$ cat config.mk
export PLATFORM = sky130hd
export DESIGN_NAME = chs_geometry_search_unit
export DESIGN_NICKNAME = d
export VERILOG_FILES = /design/src/hw/rtl/chs_pkg.sv /design/src/hw/rtl/chs_serial_divider.sv /design/src/hw/rtl/chs_geometry_search_unit.sv
export SDC_FILE = /design/constraint.sdc
export NUM_CORES = 1
export LEC_CHECK = 0
export BUFFER_PORTS_ARGS = -buffer_cell sky130_fd_sc_hd__buf_2
export CORE_MARGIN = 2
export CORE_UTILIZATION = 50
export CTS_CLUSTER_SIZE = 20
export DETAILED_ROUTE_END_ITERATION = 8
export PLACE_DENSITY_LB_ADDON = 0.05
export SYNTH_ARGS = -nofsm -noshare
export SYNTH_HDL_FRONTEND = slang
export SYNTH_SLANG_ARGS = --single-unit
$ cat constraint.sdc
create_clock -name clock -period 5.2 [get_ports clock]
set_clock_uncertainty 0.05 [all_clocks]
set_input_delay 0 -clock clock [delete_from_list [all_inputs] [get_ports clock]]
set_output_delay 0 -clock clock [all_outputs]
set_load 0.02 [all_outputs]
$ cat src/hw/rtl/chs_pkg.sv
`timescale 1ns / 1ps
// Shared widths, constants, types and pass tables for the CHS geometry search.
// No dependencies; used by chs_serial_divider and chs_geometry_search_unit.
package chs_pkg;

   localparam int CAP_W  = 48;
   localparam int CYL_W  = 16;
   localparam int HEAD_W = 5;
   localparam int SECT_W = 6;
   localparam int TIER_W = 2;

   localparam int MAX_HEADS   = 16;
   localparam int MAX_SECTORS = 63;

   localparam int SCNT_W = $clog2(MAX_SECTORS + 1);
   localparam int TRK_W  = $clog2(MAX_HEADS * MAX_SECTORS + 1);
   localparam int DCNT_W = $clog2(CAP_W);

   localparam int CSR_IDX_W = 1;
   localparam logic [CSR_IDX_W-1:0] CSR_SMALL_LIMIT = 1'b0;
   localparam logic [CSR_IDX_W-1:0] CSR_LARGE_LIMIT = 1'b1;

   localparam logic [CAP_W-1:0] SMALL_LIMIT_RESET = 48'd1032192;
   localparam logic [CAP_W-1:0] LARGE_LIMIT_RESET = 48'd16514064;

   localparam logic [TIER_W-1:0] TIER_SMALL = 2'd0;
   localparam logic [TIER_W-1:0] TIER_MULTI = 2'd1;
   localparam logic [TIER_W-1:0] TIER_FIXED = 2'd2;

   localparam logic [CYL_W-1:0]  FIXED_CYL   = 16'd16383;
   localparam logic [HEAD_W-1:0] FIXED_HEADS = 5'd16;
   localparam logic [SECT_W-1:0] FIXED_SECT  = 6'd63;

   typedef enum logic [1:0] {
      PASS_SMALL,
      PASS_CYL16K,
      PASS_CYL32K,
      PASS_CYL64K
   } pass_type;

   typedef enum logic [1:0] {
      ST_IDLE,
      ST_START,
      ST_WAIT,
      ST_FINISH
   } state_type;

   typedef struct packed {
      logic             busy;
      logic             done;
      logic             exact;
      logic [CAP_W-1:0] quotient;
   } div_status_type;

   function automatic logic [CYL_W-1:0] pass_cyl_max(input pass_type p);
      logic [CYL_W-1:0] m;
      unique case (p)
         PASS_SMALL:  m = 16'd1024;
         PASS_CYL16K: m = 16'd16383;
         PASS_CYL32K: m = 16'd32767;
         PASS_CYL64K: m = 16'd65535;
         default:     m = 16'd0;
      endcase
      return m;
   endfunction

   function automatic logic [HEAD_W-1:0] pass_head_floor(input pass_type p);
      logic [HEAD_W-1:0] m;
      unique case (p)
         PASS_SMALL:  m = 5'd1;
         PASS_CYL16K: m = 5'd9;
         PASS_CYL32K: m = 5'd5;
         PASS_CYL64K: m = 5'd1;
         default:     m = 5'd1;
      endcase
      return m;
   endfunction

endpackage

$ cat src/hw/rtl/chs_serial_divider.sv
`timescale 1ns / 1ps
// Bit-serial restoring divider: 48-bit dividend by a narrow track size.
// One quotient bit per cycle; depends on chs_pkg.
module chs_serial_divider (
   input  logic                        clock,
   input  logic                        reset,
   input  logic                        start,
   input  logic [chs_pkg::CAP_W-1:0]   dividend,
   input  logic [chs_pkg::TRK_W-1:0]   divisor,
   output chs_pkg::div_status_type     status
);

   logic                         busy_ff, busy_in;
   logic                         done_ff, done_in;
   logic [chs_pkg::DCNT_W-1:0]   cnt_ff, cnt_in;
   logic [chs_pkg::CAP_W-1:0]    dvd_ff, dvd_in;
   logic [chs_pkg::TRK_W-1:0]    rem_ff, rem_in;
   logic [chs_pkg::TRK_W-1:0]    dsr_ff, dsr_in;
   logic [chs_pkg::TRK_W:0]      trial;
   logic [chs_pkg::TRK_W:0]      diff;
   logic                         ge;

   always_comb begin
      trial = {rem_ff, dvd_ff[chs_pkg::CAP_W-1]};
      diff  = trial - {1'b0, dsr_ff};
      ge    = (trial >= {1'b0, dsr_ff});
      busy_in = busy_ff;
      done_in = 1'b0;
      cnt_in  = cnt_ff;
      dvd_in  = dvd_ff;
      rem_in  = rem_ff;
      dsr_in  = dsr_ff;
      if (start) begin
         dvd_in  = dividend;
         rem_in  = '0;
         dsr_in  = divisor;
         cnt_in  = chs_pkg::DCNT_W'(chs_pkg::CAP_W - 1);
         busy_in = 1'b1;
      end else if (busy_ff) begin
         dvd_in = {dvd_ff[chs_pkg::CAP_W-2:0], ge};
         rem_in = ge ? diff[chs_pkg::TRK_W-1:0] : trial[chs_pkg::TRK_W-1:0];
         cnt_in = cnt_ff - 1'b1;
         if (cnt_ff == '0) begin
            busy_in = 1'b0;
            done_in = 1'b1;
         end
      end
   end

   always_ff @(posedge clock) begin
      if (reset) begin
         busy_ff <= 1'b0;
         done_ff <= 1'b0;
      end else begin
         busy_ff <= busy_in;
         done_ff <= done_in;
      end
      cnt_ff <= cnt_in;
      dvd_ff <= dvd_in;
      rem_ff <= rem_in;
      dsr_ff <= dsr_in;
   end

   assign status.busy     = busy_ff;
   assign status.done     = done_ff;
   assign status.exact    = (rem_ff == '0);
   assign status.quotient = dvd_ff;

endmodule

$ cat src/hw/rtl/chs_geometry_search_unit.sv
`timescale 1ns / 1ps
// Search: the fixed tier needs no trial; otherwise the divider runs one division per
// heads/sectors trial, and the search moves to the next pass when one is exhausted:
// at most 1008 trials in the small tier, 2268 over the three passes.
// Throughput: one request at a time; the next is taken the cycle after the result is
// registered, while that result may still wait in the output register.
// Reset: synchronous, clears control and loads the default tier limits. Needs chs_pkg, divider.
module chs_geometry_search_unit (
   input  logic                            clock,
   input  logic                            reset,
   input  logic                            req_valid,
   output logic                            req_ready,
   input  logic [chs_pkg::CAP_W-1:0]       req_capacity_sectors,
   output logic                            rsp_valid,
   input  logic                            rsp_ready,
   output logic [chs_pkg::CYL_W-1:0]       rsp_cylinder_count,
   output logic [chs_pkg::HEAD_W-1:0]      rsp_head_count,
   output logic [chs_pkg::SECT_W-1:0]      rsp_sectors_per_track,
   output logic                            rsp_geometry_valid,
   output logic [chs_pkg::TIER_W-1:0]      rsp_tier_used,
   input  logic                            csr_write_enable,
   input  logic [chs_pkg::CSR_IDX_W-1:0]   csr_index,
   input  logic [chs_pkg::CAP_W-1:0]       csr_write_data
);

   chs_pkg::state_type              state_ff, state_in;
   chs_pkg::pass_type               pass_ff, pass_in;
   logic [chs_pkg::CAP_W-1:0]       small_lim_ff, small_lim_in;
   logic [chs_pkg::CAP_W-1:0]       large_lim_ff, large_lim_in;
   logic [chs_pkg::CAP_W-1:0]       cap_ff, cap_in;
   logic [chs_pkg::HEAD_W-1:0]      h_ff, h_in;
   logic [chs_pkg::SCNT_W-1:0]      s_ff, s_in;
   logic [chs_pkg::CYL_W-1:0]       res_cyl_ff, res_cyl_in;
   logic [chs_pkg::HEAD_W-1:0]      res_head_ff, res_head_in;
   logic [chs_pkg::SECT_W-1:0]      res_sec_ff, res_sec_in;
   logic                            res_found_ff, res_found_in;
   logic [chs_pkg::TIER_W-1:0]      tier_ff, tier_in;
   logic                            rsp_valid_ff, rsp_valid_in;
   logic [chs_pkg::CYL_W-1:0]       rsp_cyl_ff, rsp_cyl_in;
   logic [chs_pkg::HEAD_W-1:0]      rsp_head_ff, rsp_head_in;
   logic [chs_pkg::SECT_W-1:0]      rsp_sec_ff, rsp_sec_in;
   logic                            rsp_found_ff, rsp_found_in;
   logic [chs_pkg::TIER_W-1:0]      rsp_tier_ff, rsp_tier_in;

   logic                            div_start;
   logic [chs_pkg::TRK_W-1:0]       track;
   chs_pkg::div_status_type         div_st;
   logic                            q_fits;
   logic [chs_pkg::SCNT_W+chs_pkg::SECT_W-1:0] sec_wide;

   assign track    = chs_pkg::TRK_W'(32'(h_ff) * 32'(s_ff));
   assign sec_wide = {chs_pkg::SECT_W'(0), s_ff};
   assign q_fits   = (div_st.quotient[chs_pkg::CAP_W-1:chs_pkg::CYL_W] == '0) &&
                     (div_st.quotient[chs_pkg::CYL_W-1:0] <= chs_pkg::pass_cyl_max(pass_ff));

   chs_serial_divider u_div (
      .clock    (clock),
      .reset    (reset),
      .start    (div_start),
      .dividend (cap_ff),
      .divisor  (track),
      .status   (div_st)
   );

   // configuration
   always_comb begin
      small_lim_in = small_lim_ff;
      large_lim_in = large_lim_ff;
      if (csr_write_enable) begin
         unique case (csr_index)
            chs_pkg::CSR_SMALL_LIMIT: small_lim_in = csr_write_data;
            chs_pkg::CSR_LARGE_LIMIT: large_lim_in = csr_write_data;
            default: ;
         endcase
      end
   end

   always_comb begin
      state_in     = state_ff;
      pass_in      = pass_ff;
      cap_in       = cap_ff;
      h_in         = h_ff;
      s_in         = s_ff;
      res_cyl_in   = res_cyl_ff;
      res_head_in  = res_head_ff;
      res_sec_in   = res_sec_ff;
      res_found_in = res_found_ff;
      tier_in      = tier_ff;
      rsp_valid_in = rsp_valid_ff && !rsp_ready;
      rsp_cyl_in   = rsp_cyl_ff;
      rsp_head_in  = rsp_head_ff;
      rsp_sec_in   = rsp_sec_ff;
      rsp_found_in = rsp_found_ff;
      rsp_tier_in  = rsp_tier_ff;
      div_start    = 1'b0;
      req_ready    = (state_ff == chs_pkg::ST_IDLE);
      unique case (state_ff)
         chs_pkg::ST_IDLE: begin
            if (req_valid) begin
               cap_in       = req_capacity_sectors;
               h_in         = chs_pkg::HEAD_W'(chs_pkg::MAX_HEADS);
               s_in         = chs_pkg::SCNT_W'(chs_pkg::MAX_SECTORS);
               res_cyl_in   = '0;
               res_head_in  = '0;
               res_sec_in   = '0;
               res_found_in = 1'b0;
               if (req_capacity_sectors <= small_lim_ff) begin
                  tier_in  = chs_pkg::TIER_SMALL;
                  pass_in  = chs_pkg::PASS_SMALL;
                  state_in = chs_pkg::ST_START;
               end else if (req_capacity_sectors <= large_lim_ff) begin
                  tier_in  = chs_pkg::TIER_MULTI;
                  pass_in  = chs_pkg::PASS_CYL16K;
                  state_in = chs_pkg::ST_START;
               end else begin
                  tier_in      = chs_pkg::TIER_FIXED;
                  res_cyl_in   = chs_pkg::FIXED_CYL;
                  res_head_in  = chs_pkg::FIXED_HEADS;
                  res_sec_in   = chs_pkg::FIXED_SECT;
                  res_found_in = 1'b1;
                  state_in     = chs_pkg::ST_FINISH;
               end
            end
         end
         chs_pkg::ST_START: begin
            if (h_ff < chs_pkg::pass_head_floor(pass_ff)) begin
               // pass exhausted: advance to the next one or give up
               h_in = chs_pkg::HEAD_W'(chs_pkg::MAX_HEADS);
               s_in = chs_pkg::SCNT_W'(chs_pkg::MAX_SECTORS);
               unique case (pass_ff)
                  chs_pkg::PASS_CYL16K: pass_in = chs_pkg::PASS_CYL32K;
                  chs_pkg::PASS_CYL32K: pass_in = chs_pkg::PASS_CYL64K;
                  default:              state_in = chs_pkg::ST_FINISH;
               endcase
            end else begin
               div_start = 1'b1;
               state_in  = chs_pkg::ST_WAIT;
            end
         end
         chs_pkg::ST_WAIT: begin
            if (div_st.done) begin
               if (div_st.exact && q_fits) begin
                  res_cyl_in   = div_st.quotient[chs_pkg::CYL_W-1:0];
                  res_head_in  = h_ff;
                  res_sec_in   = sec_wide[chs_pkg::SECT_W-1:0];
                  res_found_in = 1'b1;
                  state_in     = chs_pkg::ST_FINISH;
               end else begin
                  if (s_ff == chs_pkg::SCNT_W'(1)) begin
                     s_in = chs_pkg::SCNT_W'(chs_pkg::MAX_SECTORS);
                     h_in = h_ff - 1'b1;
                  end else begin
                     s_in = s_ff - 1'b1;
                  end
                  state_in = chs_pkg::ST_START;
               end
            end
         end
         chs_pkg::ST_FINISH: begin
            if (!rsp_valid_ff || rsp_ready) begin
               rsp_valid_in = 1'b1;
               rsp_cyl_in   = res_cyl_ff;
               rsp_head_in  = res_head_ff;
               rsp_sec_in   = res_sec_ff;
               rsp_found_in = res_found_ff;
               rsp_tier_in  = tier_ff;
               state_in     = chs_pkg::ST_IDLE;
            end
         end
         default: state_in = chs_pkg::ST_IDLE;
      endcase
   end

   always_ff @(posedge clock) begin
      if (reset) begin
         state_ff     <= chs_pkg::ST_IDLE;
         rsp_valid_ff <= 1'b0;
         small_lim_ff <= chs_pkg::SMALL_LIMIT_RESET;
         large_lim_ff <= chs_pkg::LARGE_LIMIT_RESET;
      end else begin
         state_ff     <= state_in;
         rsp_valid_ff <= rsp_valid_in;
         small_lim_ff <= small_lim_in;
         large_lim_ff <= large_lim_in;
      end
      pass_ff      <= pass_in;
      cap_ff       <= cap_in;
      h_ff         <= h_in;
      s_ff         <= s_in;
      res_cyl_ff   <= res_cyl_in;
      res_head_ff  <= res_head_in;
      res_sec_ff   <= res_sec_in;
      res_found_ff <= res_found_in;
      tier_ff      <= tier_in;
      rsp_cyl_ff   <= rsp_cyl_in;
      rsp_head_ff  <= rsp_head_in;
      rsp_sec_ff   <= rsp_sec_in;
      rsp_found_ff <= rsp_found_in;
      rsp_tier_ff  <= rsp_tier_in;
   end

   assign rsp_valid             = rsp_valid_ff;
   assign rsp_cylinder_count    = rsp_cyl_ff;
   assign rsp_head_count        = rsp_head_ff;
   assign rsp_sectors_per_track = rsp_sec_ff;
   assign rsp_geometry_valid    = rsp_found_ff;
   assign rsp_tier_used         = rsp_tier_ff;

   a_not_found_zero: assert property (@(posedge clock) disable iff (reset)
      rsp_valid_ff && !rsp_found_ff |->
         rsp_cyl_ff == '0 && rsp_head_ff == '0 && rsp_sec_ff == '0)
      else $error("unfound geometry with nonzero fields");

   a_fixed_valid: assert property (@(posedge clock) disable iff (reset)
      rsp_valid_ff && rsp_tier_ff == chs_pkg::TIER_FIXED |-> rsp_found_ff)
      else $error("fixed tier without valid geometry");

   a_start_idle_div: assert property (@(posedge clock) disable iff (reset)
      div_start |-> !div_st.busy && !div_st.done)
      else $error("divider started while busy");

   a_done_in_wait: assert property (@(posedge clock) disable iff (reset)
      div_st.done |-> state_ff == chs_pkg::ST_WAIT)
      else $error("divider result outside wait");

   a_trial_nonzero: assert property (@(posedge clock) disable iff (reset)
      state_ff == chs_pkg::ST_WAIT |-> h_ff != '0 && s_ff != '0)
      else $error("zero heads or sectors in trial");

endmodule
==> results of run 1 <==
sequential cells by signal, indices dropped and copies added, names as in the netlist, 5 cells and up:
| register | cells |
|---|---|
| h_ff | 5 |
| u_div.dsr_ff | 10 |
| s_ff | 6 |
| u_div.dvd_ff | 48 |
| res_head_ff | 5 |
| large_lim_ff | 48 |
| res_cyl_ff | 16 |
| rsp_head_count | 5 |
| rsp_cylinder_count | 16 |
| rsp_sectors_per_track | 6 |
| res_sec_ff | 6 |
| small_lim_ff | 48 |
| u_div.rem_ff | 10 |
| u_div.cnt_ff | 6 |
| cap_ff | 48 |
stage by stage:
step                      power, W  hold WS (ns)
after floorplan            0.00458        0.0489
after global placement     0.00505         0.171
after detailed placement   0.00509         0.173
after CTS                  0.00758         0.105
after global routing       0.00799         0.158
final                      0.00750         0.137
cell type report:
type / count / area, um^2
tap: 390 / 488
sequential: 296 / 7720
clock buffer: 49 / 1010
timing repair buffer: 245 / 1760
multi-input combinational: 1042 / 6460
fill: 2517 / 11400
clock inverter: 13 / 135
inverter: 150 / 563
worst max-delay path, cell delays in order (launching register included):
cell,delay [ns]
sky130_fd_sc_hd__edfxtp_1,0.41
sky130_fd_sc_hd__inv_1,0.16
sky130_fd_sc_hd__ha_1,0.54
sky130_fd_sc_hd__ha_1,0.23
sky130_fd_sc_hd__nand4_1,0.13
sky130_fd_sc_hd__nor2_1,0.12
sky130_fd_sc_hd__nand3_1,0.10
sky130_fd_sc_hd__or4_1,0.54
sky130_fd_sc_hd__a2111oi_0,0.66
sky130_fd_sc_hd__nand3_1,0.18
sky130_fd_sc_hd__a21oi_2,0.16
sky130_fd_sc_hd__buf_4,0.34
worst paths after layout:
kind | slack [ns] | endpoint | start | cells past startpoint
max reg2reg | 1.24 | res_cyl_ff[4]$_DFFE_PP_ | pass_ff[1]$_DFFE_PP_ | 11
min reg2reg | 0.37 | rsp_cylinder_count[2]$_DFFE_PP_ | res_cyl_ff[2]$_DFFE_PP_ | 0
max | 1.24 | res_cyl_ff[4]$_DFFE_PP_ | pass_ff[1]$_DFFE_PP_ | 11
min | 0.14 | small_lim_ff[23]$_SDFFE_PP0P_ | csr_write_enable | 5
cells in the mapped netlist (2+ instances only):
cell                        count
sky130_fd_sc_hd__nand2_1      431
sky130_fd_sc_hd__o21bai_1       4
sky130_fd_sc_hd__xnor2_1       22
sky130_fd_sc_hd__or3_1          2
sky130_fd_sc_hd__nand3_1       13
sky130_fd_sc_hd__a2111oi_0      2
sky130_fd_sc_hd__buf_6          5
sky130_fd_sc_hd__o21ai_2        2
sky130_fd_sc_hd__nor2_1        50
sky130_fd_sc_hd__o21ai_0       35
sky130_fd_sc_hd__nor3_1        12
sky130_fd_sc_hd__nand3b_1      14
sky130_fd_sc_hd__edfxtp_1     179
sky130_fd_sc_hd__fa_1          12
sky130_fd_sc_hd__a31oi_1        3
sky130_fd_sc_hd__nand2b_1       8
sky130_fd_sc_hd__nor4b_1        2
sky130_fd_sc_hd__mux2i_1        5
sky130_fd_sc_hd__o211a_1        3
sky130_fd_sc_hd__inv_1        149
sky130_fd_sc_hd__a211oi_1       9
sky130_fd_sc_hd__nand4_1       19
sky130_fd_sc_hd__buf_4          2
sky130_fd_sc_hd__a221oi_1       5
sky130_fd_sc_hd__ha_1         148
sky130_fd_sc_hd__or4_1          2
sky130_fd_sc_hd__a211o_1        7
sky130_fd_sc_hd__xor2_1         7
sky130_fd_sc_hd__a21o_1        18
sky130_fd_sc_hd__and4_1         3
sky130_fd_sc_hd__dfxtp_1      117
sky130_fd_sc_hd__o211ai_1       5
sky130_fd_sc_hd__a22oi_1        2
sky130_fd_sc_hd__nor2b_1       10
sky130_fd_sc_hd__or2_2          2
sky130_fd_sc_hd__and2_1        13
sky130_fd_sc_hd__o31ai_1        4
sky130_fd_sc_hd__a21oi_1      133
sky130_fd_sc_hd__clkbuf_1      53
sky130_fd_sc_hd__nor4_1        13
cells by family after synthesis:
logic type      synth area share
buf+inv                   0.0558
xor+xnor                  0.0169
mux                      0.00334
fa+ha+maj                  0.139
flops                      0.515
compound gates            0.0961
simple gates               0.174
metal layers:
metal | part of all wire | routed length, um | up-vias
met2 | 0.45 | 15200 | 281
met3 | 0.051 | 1720 | 45
met4 | 0.022 | 748 | 0
met5 | 0 | 0 | -
li1 | - | - | 5699
met1 | 0.48 | 16300 | 5207
power by group through the flow:
stage | Combinational [W] | Sequential (W) | Clock, W
floorplan | 0.00150 | 0.00308 | 0
global placement | 0.00191 | 0.00314 | 0
detailed placement | 0.00195 | 0.00314 | 0
CTS | 0.00201 | 0.00310 | 0.00247
global route | 0.00229 | 0.00314 | 0.00257
finish | 0.00199 | 0.00310 | 0.00241
==> results.md, run 1 <==
Yosys:
- The share of the synthesized area in the top cell type is 0.358.
- Counting every instance in the synthesized netlist gives 1549.
- The biggest area contributor in the post-synthesis netlist is sky130_fd_sc_hd__edfxtp_1.
- After synthesis, the share of flip-flops with an asynchronous set or reset is 0.
- Counting flops with a built-in enable in the synthesized netlist gives 179.
- The number of warnings printed during yosys synthesis is 0.
- The flip-flop and latch count after synthesis is 296.
- The number of distinct standard cells referenced by the synthesized netlist is 64.
- The cell area after technology mapping is 15000 um^2.
- The number of nets in the synthesized netlist is 1811.
- The share of the Yosys chip area taken by registers is 0.515.
- Ranked by total cell area, the synthesized netlist is headed by sky130_fd_sc_hd__edfxtp_1 (36%), sky130_fd_sc_hd__dfxtp_1 (16%), sky130_fd_sc_hd__ha_1 (12%).
- The most used flip-flop cell after synthesis is sky130_fd_sc_hd__edfxtp_1.
- Dividing the synthesized area by the synthesized cell count gives 9.68 um^2.

Detailed routing:
- The first detailed-routing pass ran for 5 iterations.
- The detailed router finished its first iteration with around 710 violations.
- The wire length after detailed routing is roughly 34000 um.
- Dividing the detail-routed wire length by the instance count gives 15.5 um.
- The average via count per standard cell is 5.14.
- Once detail routing completed, the nets flagged for antenna violations numbered 0.
- In the routed design, unresolved DRC markers number 0.
- The via total after detailed routing is 11200.

Global route:
- The global-route wire length before repair is about 55000 um.
- The initial antenna violation count was 0.
- The busiest layer in global routing is met2.
- Entering global routing, the biggest net connects 76 pins.
- For this run, global-route usage on met3 was measured as 0.0359.
- For this run, global-route usage on met1 was measured as 0.313.
- In the global route stage, overall resource usage came out at 0.220.
- The sum of overflow across all layers after global routing is 0.
- The met2 routing resource usage after global routing is 0.347.
- The via count of the first global-routing pass is about 11000.

Placed design:
- The count of port buffers added during placement is about 130.
- Timing analysis after detailed placement gives a worst setup slack of 1.23 ns.
- Summing all placed instances gives a cell area of 16000 um^2.
- The number of placed instances, taps included, is 2023.
- At the end of routability-driven placement, the weighted congestion stood at roughly 0.82.
- The half-perimeter wire length of the detailed placement result is around 23000 um.

Power and ir drop:
- In this run the power spent charging and discharging nets is about 0.0023 W.
- The internal power of the cells totals 0.00522 W.
- The switching power share of the total is 0.304.
- The share of total power dissipated in sequential elements is 0.413.
- The share of total power dissipated in the clock network is 0.322.
- IR analysis of the VDD net gives a maximum drop of approximately 0.27 mV.
- The total power density per cell area is about 410 nW/um^2.
- The static leakage power is around 7.8 nW.
- Of the total power, combinational logic draws 0.265.

Timing:
- The setup total negative slack is 0 ns.
- Setup violations remaining at the end of the flow were counted as 0.
- For the pin with the worst max-slew slack, the measured transition is about 1.2 ns.
- The smallest clock period supported by the final layout is computed as 3.96 ns.
- The number of pins with negative max-slew slack in the final report came to 0.
- Setup repair after global routing left no endpoint under its margin.
- The headroom to the max-slew limit is 0.222.
- The smallest setup slack after layout is 1.24 ns.
- The number of failing hold endpoints at the final stage is 0.
- Based on the critical path, the design can be clocked at up to between 200 and 300 MHz.
- Of the available clock period, the critical path in the final layout requires 0.762.

CTS:
- The master cell of the clock root buffer is sky130_fd_sc_hd__clkbuf_16.
- The maximum level of the CTS H-tree is 2.
- The number of clock sinks is 296.
- After clock tree synthesis, the clock-pin slew on the worst setup and hold paths is 0.06 ns.
- The clock tree from TritonCTS is done.
- The post-cts sizing count is 0.
- The number of buffers between clock root and the deepest sink is 3.
- The number of CTS-inserted buffers is 34.
- Hold repair after CTS inserted 100 buffers.
- The number of setup buffers added after CTS is 0.
- The later pin in the worst-skew pair is clocked with a latency of 0.51 ns.

Cells and area:
- The most common library cell in the layout ignoring fill and taps is sky130_fd_sc_hd__nand2_1.
- Compared with the post-synthesis result, the final layout area differs by 20.9%.
- The number of antenna diodes in the final layout is 0.
- The count of cells in the finished layout, fillers not included, comes to 2185.
- The share of post-route cells with drive strength above 1 is 0.120.
- At the end of the flow the core is filled with cells to 0.613.
- In the layout the commonest cells are sky130_fd_sc_hd__nand2_1 (431), sky130_fd_sc_hd__edfxtp_1 (179), sky130_fd_sc_hd__ha_1 (148).
- At the end of the flow, the number of nets in the layout was 2031.
- The final design instance area without fill is 18100 um^2.

Die:
- The placeable core region is 29600 um^2.
- The boundary pin count is 134.
- The starting density of the core is 0.507.
- The floorplan has 63 rows.
- The floorplan step defined a die boundary enclosing approximately 31000 um^2.
- In this run the horizontal extent of the chip is between 150 and 200 um.
- The floorplan step set the die height to 177 um.

Critical path:
- The worst setup path is of the reg2reg kind.
- The data arrival time of the critical path is 4.09 ns.
- The endpoint class of the critical path is a flip-flop.
- At the worst endpoint, the required time is about 5.3 ns.
- STA classifies the critical path startpoint as a flip-flop.
- In this run the worst path has a maximum fanout of 28.

Status:
- The flow ran to the end, and the final reports show no timing, DRC or antenna violations.

Run:
- The number of max-cap violations is 0.

Hold path:
- The min-delay analysis places its worst path in the category in2reg.
Note: power is estimated with default switching activity, not from simulation.
==> inputs of run 2 (changes only) <==
ABC_AREA = 1   (was not set)
clock period = 3.4 ns   (was 5.2 ns; I/O delays follow)
==> run 2 against run 1 <==
Compared with the run above: the flow now finishes with violations (negative setup slack); combinational power rose to 3.1 times the previous value; die area grew 0.35%; maximum frequency rose by 16%; first-iteration DRC count is 18% lower; critical path depth rose by 4; setup slack worse by 1.3 ns; sequential power up 82%; register-to-register slack worse by 1.3 ns; largest cell class unchanged.
==> results.md, run 2 <==
Critical path:
- The startpoint of the worst-slack reg-to-reg timing path is s_ff[1]$_SDFFCE_PP1P_.
- The stage delay of the slowest cell on the critical path is 0.53 ns (-0.13 ns).
- The data arrival time of the critical path is 3.63 ns (-0.46 ns).
- The worst-path maximum fanout is 4 (-86%).
- STA classifies the critical path endpoint as a flip-flop.
- Traced cell by cell, the critical path runs through nand2_2 -> fa_1 -> inv_1 -> fa_1 -> inv_1 -> fa_1 -> inv_2 -> ha_4 -> a21oi_2 -> inv_2 -> a31oi_4 -> nor2_1 -> o21ai_1 -> nand2_1 -> xor2_1.
- STA classifies the critical path startpoint as a flip-flop.
- The endpoint identified for the worst register-to-register timing path is u_div.dsr_ff[8]$_DFFE_PP_.
- The path depth of the worst reg2reg path is 15 (+4).
- By startpoint and endpoint, the worst setup path is classified as reg2reg.
- The required time reported for the critical path endpoint came to 3.61 ns (-1.72 ns).
- The cell with the largest stage delay on the worst path is sky130_fd_sc_hd__fa_1.
- The most prevalent standard cell on the critical path is sky130_fd_sc_hd__fa_1.
- The reg-to-reg setup timing slack is -0.02 ns (-1.26 ns).

Timing:
- The worst-margin pin slew is 0.892 ns (-0.270 ns).
- Setup repair after global routing could not meet its margin everywhere.
- The number of pins with negative max-slew slack in the final report is 0 (unchanged).
- The smallest setup slack after layout was -0.0241 ns (-1.26 ns).
- The number of endpoints failing setup at the final stage was 1 (+1).
- The headroom to the max-slew limit was 0.404 (+0.182).
- The minimum clock period after layout is 3.42 ns (-0.537 ns).
- The maximum frequency from static timing analysis is 292 MHz (+16%).
- The share of the clock period used by the worst path after layout is 1.01 (+0.245).
- The number of failing hold endpoints at the final stage is 0 (unchanged).

Status:
- The flow ran to the end, but the final reports show violations.
- The final reports fail on negative setup slack.

Detailed routing:
- The via total after detailed routing came to 11300 (+0.86%).
- The number of detailed-route iterations in the first pass was 5 (unchanged).
- The wire length after detailed routing came to 32800 um (-3.2%).
- The count of nets left with antenna violations after detail routing is 0 (unchanged).
- The average via count per standard cell was 5.00 (-2.8%).
- The final routed wire length divided by cell count came to 14.5 um (-6.7%).
- The number of design rule violations left after detail routing is 0 (unchanged).
- The initial DRC count was 582 (-18%).

Die:
- The width of the die is 178 um (+0.17%).
- The die outline height came to 178 um (+0.17%).
- The area enclosed by the die boundary is 31500 um^2 (+0.35%).
- The starting density of the core is 0.508 (about the same).
- The boundary pin count is 134 (unchanged).
- The number of cell rows came to 63 (unchanged).
- The placeable core region is 29600 um^2 (+0.27%).

Global route:
- The all-layer global routing usage is 0.211 (-0.00893).
- The global-route wire length before repair is 53500 um (-3.0%).
- The via count of the first global-routing pass was 10900 (-0.28%).
- The largest net degree at the start of global routing came to 97 (+28%).
- The initial antenna violation count was 2 (+2).
- The sum of overflow across all layers after global routing came to 0 (unchanged).

Cells and area:
- The layout overhead on the synthesized area is 23.1%.
- The share of post-route cells with drive strength above 1 is 0.151 (+0.0306).
- In the layout the commonest cells are sky130_fd_sc_hd__nand2_1 (381), sky130_fd_sc_hd__inv_1 (207), sky130_fd_sc_hd__edfxtp_1 (179).
- The most common library cell in the layout ignoring fill and taps is sky130_fd_sc_hd__nand2_1.
- The net total in the final layout is 2112 (+4.0%).

Power and ir drop:
- The total power density per cell area is 851 nW/um^2 (+110%).
- The overall power of the completed layout came to 0.0158 W (+110%).
- The static leakage power is 8.34 nW (+7.3%).
- The worst-case vdd ir drop is 0.690 mV (+160%).

Yosys:
- The number of nets in the synthesized netlist is 1867 (+3.1%).
- The fraction of the yosys area taken by sequential cells came to 0.513 (-0.00184).
- By count the netlist is led by sky130_fd_sc_hd__nand2_1 (385), sky130_fd_sc_hd__inv_1 (212), sky130_fd_sc_hd__edfxtp_1 (179).
- The number of standard cells after synthesis came to 1605 (+3.6%).
- The leading register cell type out of synthesis is sky130_fd_sc_hd__edfxtp_1.
- The synthesized design spends more area on one cell type than any other, namely sky130_fd_sc_hd__edfxtp_1.
- The cell area after technology mapping was 15100 um^2 (+0.36%).
- The number of flops mapped to enable cells by yosys was 179 (unchanged).
- The fraction of synthesis flops using an asynchronous set or reset pin is 0 (unchanged).
- The number of warnings printed during yosys synthesis is 0 (unchanged).
- By area the synthesized netlist is led by sky130_fd_sc_hd__edfxtp_1 (36%), sky130_fd_sc_hd__dfxtp_1 (16%), sky130_fd_sc_hd__ha_1 (12%).
- The number of distinct standard cells referenced by the synthesized netlist was 44 (-31%).
- The flip-flop and latch count after synthesis is 296 (unchanged).
- The average cell area after synthesis is 9.38 um^2 (-3.1%).
- The share of the synthesized area in the top cell type was 0.357 (-0.00128).
- Among all cell types in the netlist, the one instantiated most often is sky130_fd_sc_hd__nand2_1.

CTS:
- The clock-pin slew of the registers on the worst-case setup and hold paths is 0.06 ns (about the same).
- The maximum level of the CTS H-tree was 2 (unchanged).
- The number of buffers between clock root and the deepest sink is 3 (unchanged).
- The tree is rooted in a sky130_fd_sc_hd__clkbuf_16.
- The worst-skew pair later-pin latency was 0.52 ns (about the same).
- The number of clock sinks is 296 (unchanged).
- The clock tree from TritonCTS is done.
- The number of CTS-inserted buffers is 34 (unchanged).

Placed design:
- The half-perimeter wire length of the detailed placement result is 23200 um (-0.70%).
- The count of port buffers added during placement is 133 (unchanged).
- The minimum setup slack after placement is -0.0859 ns (-1.32 ns).
- The placer's final routability congestion estimate is 0.869 (+6.2%).

Hold path:
- The path class of the tightest hold or removal check is in2reg.
- The sink of the worst hold path is large_lim_ff[25]$_SDFFE_PP0P_.
- The worst hold path stage count is 4 (-1).
- The worst hold path begins at csr_write_enable.

Run:
- The number of max-cap violations is 0 (unchanged).
[run 2: how the worst max path moves through the flow]
stage / end / slack (ns) / cells past startpoint / startpoint
after detailed placement: u_div.dsr_ff[8]$_DFFE_PP_ / -0.09 / 15 / s_ff[1]$_SDFFCE_PP1P_
after CTS: u_div.dsr_ff[9]$_DFFE_PP_ / -0.07 / 14 / s_ff[2]$_SDFFCE_PP1P_
after global routing: u_div.dsr_ff[8]$_DFFE_PP_ / -0.19 / 15 / s_ff[1]$_SDFFCE_PP1P_
final: u_div.dsr_ff[8]$_DFFE_PP_ / -0.02 / 15 / s_ff[1]$_SDFFCE_PP1P_
after floorplan: u_div.dsr_ff[8]$_DFFE_PP_ / 0.007 / 16 / h_ff[4]$_SDFFCE_PN1P_
after global placement: u_div.dsr_ff[8]$_DFFE_PP_ / 0.02 / 15 / s_ff[1]$_SDFFCE_PP1P_
[run 2: critical path: cells and delay by family (launching register included)]
| family | cells | cell delay, ns |
|---|---|---|
| flops | 1 | 0.41 |
| simple gates | 3 | 0.21 |
| xor+xnor | 1 | 0.13 |
| fa+ha+maj | 4 | 1.77 |
| compound gates | 3 | 0.40 |
| buf+inv | 4 | 0.20 |
[run 2: routing by layer]
| layer | global-route usage | vias to the layer above | wire (um) |
|---|---|---|---|
| met4 | 0.0605 | 0 | 730 |
| met3 | 0.0302 | 56 | 1340 |
| met5 | 0 | - | 0 |
| li1 | - | 5859 | - |
| met2 | 0.353 | 226 | 15400 |
| met1 | 0.285 | 5188 | 15400 |
[run 2: logic make-up after synthesis]
logic type | after synthesis | synth area share
adders and majority gates | 160 | 0.139
and+or+nand+nor | 550 | 0.155
AOI/OAI and AO/OA | 304 | 0.109
DFF | 296 | 0.513
xor gates and xnor gates | 21 | 0.0122
buffers and inverters | 274 | 0.0721
[run 2: per-stage QoR]
stage / cells / utilization / area [um^2] / hold WS, ns / TNS, ns
2_1_floorplan: 1605 / - / 15200 / 0.0191 / 0
3_3_place_gp: 2099 / 0.549 / 16300 / 0.149 / 0
3_5_place_dp: 2099 / 0.549 / 16300 / 0.152 / -0.155
4_1_cts: 2263 / 0.624 / 18500 / 0.145 / -0.126
5_1_grt: 2267 / 0.625 / 18500 / 0.194 / -0.381
6_report: 2268 / 0.625 / 18500 / 0.159 / -0.0241
[run 2: cell type report]
cell class	count	area (um^2)
diodes	3	7.51
fillers	2528	11100
flip-flops and latches	296	7720
multi-input cells	1035	6340
inverters	216	811
well taps	390	488
repair buffers	267	1960
clock buffers	43	916
clock inverters	18	292
[run 2: power breakdown]
group | switching, W | internal [W] | total, W | leakage (nW)
combinational | 0.00357 | 0.00266 | 0.00623 | 5.11
clock | 0.00146 | 0.00245 | 0.00392 | 0.586
sequential | 0.000443 | 0.00518 | 0.00563 | 2.64
[run 2: repair_timing]
action	CTS	global route
buffers inserted	2	2
setup endpoints to repair	2	4
hold endpoints to repair	149	0
pin swaps	1	8
resized for setup	0	6
hold buffers	101	0
